**config.mk**
```make
export PLATFORM = sky130hd
export DESIGN_NAME = lp2c_scale
export DESIGN_NICKNAME = d
export VERILOG_FILES = /design/src/hdl/lp2c_scale.sv
export SDC_FILE = /design/constraint.sdc
export NUM_CORES = 2
export LEC_CHECK = 0
export BUFFER_PORTS_ARGS = -buffer_cell sky130_fd_sc_hd__buf_2
export CORE_ASPECT_RATIO = 0.7
export CORE_UTILIZATION = 60
export DETAILED_ROUTE_END_ITERATION = 8
export PLACE_DENSITY = 0.79
export RECOVER_POWER = 50
export SYNTH_ARGS = -nofsm -noshare
export SYNTH_HDL_FRONTEND = slang
export SYNTH_SLANG_ARGS = --single-unit
```
**constraint.sdc**
```tcl
create_clock -name clock -period 7 [get_ports clock]
set_input_delay 1.4 -clock clock [delete_from_list [all_inputs] [get_ports clock]]
set_output_delay 1.4 -clock clock [all_outputs]
set_load 0.005 [all_outputs]
```
**src/hdl/lp2c_scale.sv**
```systemverilog
// Range scaling pipeline: d*cos(el)*cos/sin(az) and d*sin(el), rounding and sign.
module lp2c_scale #(
   parameter int RANGE_BITS     = 18,
   parameter int TRIG_FRAC_BITS = 15
) (
   input  logic                       clock,
   input  logic                       advance,
   input  logic [RANGE_BITS-1:0]      range_quarter,
   input  logic [TRIG_FRAC_BITS:0]    cos_el,
   input  logic [TRIG_FRAC_BITS:0]    sin_el,
   input  logic [TRIG_FRAC_BITS:0]    cos_az,
   input  logic [TRIG_FRAC_BITS:0]    sin_az,
   input  logic                       cos_el_neg,
   input  logic                       sin_el_neg,
   input  logic                       cos_az_neg,
   input  logic                       sin_az_neg,
   output logic signed [RANGE_BITS:0] x_pos,
   output logic signed [RANGE_BITS:0] y_pos,
   output logic signed [RANGE_BITS:0] z_pos,
   output logic                       nonzero
);

   localparam int MAG_W  = TRIG_FRAC_BITS + 1;
   localparam int PW     = RANGE_BITS + MAG_W;
   localparam int LO     = PW / 2;
   localparam int HI     = PW - LO;
   localparam int SUMW   = PW + MAG_W + 1;
   localparam int ZSUMW  = PW + 1;
   localparam logic [SUMW-1:0]  HALF2 = SUMW'(1) << (2*TRIG_FRAC_BITS - 1);
   localparam logic [ZSUMW-1:0] HALF1 = ZSUMW'(1) << (TRIG_FRAC_BITS - 1);

   // stage 1: d*cos(el) shared by x and y, d*sin(el) for z
   logic [PW-1:0]    pce_ff;
   logic [PW-1:0]    pz_ff;
   logic [MAG_W-1:0] ca_ff;
   logic [MAG_W-1:0] sa_ff;
   logic [2:0]       sign1_ff;

   always_ff @(posedge clock) begin
      if (advance) begin
         pce_ff   <= range_quarter * cos_el;
         pz_ff    <= range_quarter * sin_el;
         ca_ff    <= cos_az;
         sa_ff    <= sin_az;
         sign1_ff <= {sin_el_neg, cos_el_neg ^ sin_az_neg, cos_el_neg ^ cos_az_neg};
      end
   end

   // stage 2: split the wide product into halves times the azimuth factor; round z
   logic [LO-1:0]         pce_lo;
   logic [HI-1:0]         pce_hi;
   logic [ZSUMW-1:0]      zsum;
   logic [LO+MAG_W-1:0]   xlo_ff;
   logic [HI+MAG_W-1:0]   xhi_ff;
   logic [LO+MAG_W-1:0]   ylo_ff;
   logic [HI+MAG_W-1:0]   yhi_ff;
   logic [RANGE_BITS-1:0] zm_ff;
   logic [2:0]            sign2_ff;

   assign pce_lo = pce_ff[LO-1:0];
   assign pce_hi = pce_ff[PW-1:LO];
   assign zsum   = {1'b0, pz_ff} + HALF1;

   always_ff @(posedge clock) begin
      if (advance) begin
         xlo_ff   <= pce_lo * ca_ff;
         xhi_ff   <= pce_hi * ca_ff;
         ylo_ff   <= pce_lo * sa_ff;
         yhi_ff   <= pce_hi * sa_ff;
         zm_ff    <= zsum[TRIG_FRAC_BITS +: RANGE_BITS];
         sign2_ff <= sign1_ff;
      end
   end

   // stage 3: recombine, round half away from zero, apply sign, flag empty points
   logic [SUMW-1:0]        xsum;
   logic [SUMW-1:0]        ysum;
   logic [RANGE_BITS-1:0]  xm;
   logic [RANGE_BITS-1:0]  ym;
   logic [RANGE_BITS:0]    xe;
   logic [RANGE_BITS:0]    ye;
   logic [RANGE_BITS:0]    ze;
   logic [RANGE_BITS:0]    x_ff;
   logic [RANGE_BITS:0]    y_ff;
   logic [RANGE_BITS:0]    z_ff;
   logic                   nonzero_ff;

   assign xsum = (SUMW'(xhi_ff) << LO) + SUMW'(xlo_ff) + HALF2;
   assign ysum = (SUMW'(yhi_ff) << LO) + SUMW'(ylo_ff) + HALF2;
   assign xm   = xsum[2*TRIG_FRAC_BITS +: RANGE_BITS];
   assign ym   = ysum[2*TRIG_FRAC_BITS +: RANGE_BITS];
   assign xe   = {1'b0, xm};
   assign ye   = {1'b0, ym};
   assign ze   = {1'b0, zm_ff};

   always_ff @(posedge clock) begin
      if (advance) begin
         x_ff       <= sign2_ff[0] ? (~xe + 1'b1) : xe;
         y_ff       <= sign2_ff[1] ? (~ye + 1'b1) : ye;
         z_ff       <= sign2_ff[2] ? (~ze + 1'b1) : ze;
         nonzero_ff <= (|xm) | (|ym) | (|zm_ff);
      end
   end

   assign x_pos   = signed'(x_ff);
   assign y_pos   = signed'(y_ff);
   assign z_pos   = signed'(z_ff);
   assign nonzero = nonzero_ff;

endmodule

```
==> impl_metrics.toml <==
[job]
drv_cap = 3

[synthesis]
yosysSeqAreaShare = 0.124
synth_cells = 6709
synth_flop_cell = "edfxtp_1"
synth.avg_cell_area_sq_um = 9.45
ys_top_cells_by_area = "fa_1 40%, ha_1 13%, edfxtp_1 12%"
syn_area_sq_um = 63400
ys_seq_elements = 261
synth-compound-area-share = 0.0469
synth_fa_ha_area_frac = 0.532
synth_edf_count = 261
yosysUniqueCellTypes = 73
synth_top_area_frac = 0.401
synth_mux_area_frac = 0.000789
yosysTopAreaCell = "fa_1"
syn-num-nets = 8728
yosysMostFrequentCell = "inv_1"
synthTopCellsByCount = "1437 x inv_1, 1270 x fa_1, 991 x nand2_1, 761 x and2_1, 661 x ha_1"
synthSimpleGateAreaFrac = 0.162
yosys_warnings = 0
ys_async_sr_fraction = 0
synth_xor_area_frac = 0.0312
synth_top_family_by_area = "adder cells"

[worst_hold_path]
hold_class = "register to register"
hold_path.startpoint = "sign1_ff[1]$_DFFE_PP_"
hold_end = "sign2_ff[1]$_DFFE_PP_"
min_path_cells = 0

[critical_path]
endpoint_kind = "register"
reg2regPathDepth = 23
worstPathRequired_ns = 7.38
startpoint_type = "register"
worstPathMaxFanout = 5
path_class = "register to register"
arrival_ns = 7.33
r2r-end = "ylo_ff[31]$_DFFE_PP_"
rr_startpoint = "sa_ff[4]$_DFFE_PP_"
r2r_slack_ns = 0.06

[floorplanning]
io_pins = 146
die_area_sq_um = 107000
initial_core_util = 0.607
std_cell_rows = 99
design.core.area_sq_um = 104000
die_y_um = 274
die_w_um = 391

[drt]
vias_per_cell = 5.55
first_pass_iters = 5
finalWirelength_mm = 162
drtAntennaViolNets = 0
wl_per_cell_um = 19.2
vias = 46800
drtIter0Drc = 3823
drc_errors = 0

[cells_and_area]
utilization = 0.667
final_cells = 8432
nets = 9011
synthToLayoutAreaGrowth_pct = 9.83
layout-drive-gt1-share = 0.0976

[sta]
finalClockSkew_ns = 0.0302
finalSetupViolations = 0
period_share = 0.992
hold_viol = 0
max_slew_margin = -2.04
finalMaxSlewViolations = 266
worstMarginPinSlew_ns = 4.57
fin_crit_ns = 6.94
fmax_mhz = 144

[placement]
portBuffers = 145
hpwl_mm = 132
globalplace.congestion = 0.937
place_inst = 8325

[clock_tree]
clk_latency_ns = 0.65
cts.reportedPaths.clkPinSlew_ns = 0.07
cts-root-buf = "clkbuf_16"
cts_buffers = 31
cts_max_level = 1
cts_buffer_depth = 3
holdBufCountCts = 0
cts_tree = "done"
clkSinkCount = 261

[global_routing]
grt_overflow_total = 0
grt_usage = 0.313
grt_pass1_vias = 49800
grt_max_degree = 115
antenna_found_initial = 2
grt_pass1_wl_mm = 264

[status]
status = "finished, violations left"
violations = "capacitance limit, slew limit"
-- registers in the layout, summed over array words and instances (netlist names), 18 cells and up --
register  count
pce_ff       34
xhi_ff       31
yhi_ff       31
pz_ff        19
x_pos        19
y_pos        19
z_pos        19
zm_ff        18
-- cells by family (layout without fill, tap and decap cells) --
family | count (synthesis) | after routing
AOI/OAI and AO/OA | 449 | 449
DFF | 261 | 261
other | 0 | 1
and+or+nand+nor | 2085 | 2085
buffers and inverters | 1752 | 2060
xor gates and xnor gates | 226 | 226
adders and majority gates | 1931 | 1931
muxes | 5 | 5
-- worst max-delay path, stage by stage (launching register included) --
cell and delay (ns):
edfxtp_1 0.51, buf_4 0.21, and2_1 0.15, fa_1 0.53, inv_1 0.05, fa_1 0.42, fa_1 0.55, inv_1 0.05
fa_1 0.51, fa_1 0.52, inv_1 0.06, fa_1 0.48, inv_1 0.11, ha_1 0.25, a21o_1 0.19, a21oi_1 0.15
o211ai_1 0.16, a2111oi_2 0.48, o31ai_2 0.15, and3_1 0.22, a311o_1 0.33, a21o_1 0.21, a21oi_1 0.23, xnor2_2 0.13
-- layout by cell type (no fill, tap or decap), types with 31 or more instances in the layout --
cell type	count
xnor2_1	162
inv_1	1432
o21ai_0	68
and2_1	753
nand3_1	42
buf_2	119
a21o_1	60
xor2_1	63
fa_1	1262
nor2_1	104
edfxtp_1	261
nand2_1	987
clkbuf_16	31
ha_1	657
buf_4	379
a21oi_1	120
nor3_1	40
buf_12	33
-- metal layers --
layer / vias up / GRT usage / wire length (um)
li1: 20900 / - / -
met1: 23400 / 0.452 / 68800
met2: 2290 / 0.470 / 70500
met3: 259 / 0.0875 / 18900
met4: 4 / 0.0681 / 3810
met5: - / 0 / 19
-- cell type report --
| type | count | area (sq um) |
|---|---|---|
| inverter | 1438 | 5400 |
| sequential | 261 | 7840 |
| clock inverter | 23 | 228 |
| multi-input combinational | 4696 | 49200 |
| timing repair buffer | 564 | 4400 |
| clock buffer | 35 | 791 |
| fill | 7941 | 34800 |
| antenna | 1 | 2.50 |
| tap | 1414 | 1770 |
-- what timing repair did --
item,CTS,global route
setup endpoints to repair,4,36
buffers inserted,0,48
resized for setup,3,97
pin swaps,0,33
-- metrics by stage --
| step | setup TNS, ns | setup WS (ns) | cell area [sq um] | hold slack (ns) |
|---|---|---|---|---|
| after floorplan | -0.00744 | -0.00744 | 63700 | 0.400 |
| after global placement | -7.79 | -0.599 | 68000 | 0.401 |
| after detailed placement | -11.09 | -0.680 | 68000 | 0.412 |
| after CTS | 0 | 0.00199 | 69000 | 0.427 |
| after global routing | -0.511 | -0.124 | 69600 | 0.438 |
| final | 0 | 0.0563 | 69600 | 0.425 |
-- how the worst max path moves through the flow --
stage / start / end / slack (ns) / cells after the start
after floorplan: cos_el[3] / pce_ff[33]$_DFFE_PP_ / -0.007 / 23
after global placement: range_quarter[9] / pce_ff[33]$_DFFE_PP_ / -0.60 / 22
after detailed placement: range_quarter[9] / pce_ff[33]$_DFFE_PP_ / -0.68 / 22
after CTS: range_quarter[7] / pce_ff[33]$_DFFE_PP_ / 0.002 / 21
after global routing: sa_ff[4]$_DFFE_PP_ / ylo_ff[31]$_DFFE_PP_ / -0.12 / 23
final: sa_ff[4]$_DFFE_PP_ / ylo_ff[31]$_DFFE_PP_ / 0.06 / 23
Power is left out: the tool's default activity adds up to more than one toggle a clock period on the data nets, which glitch-free logic cannot reach.
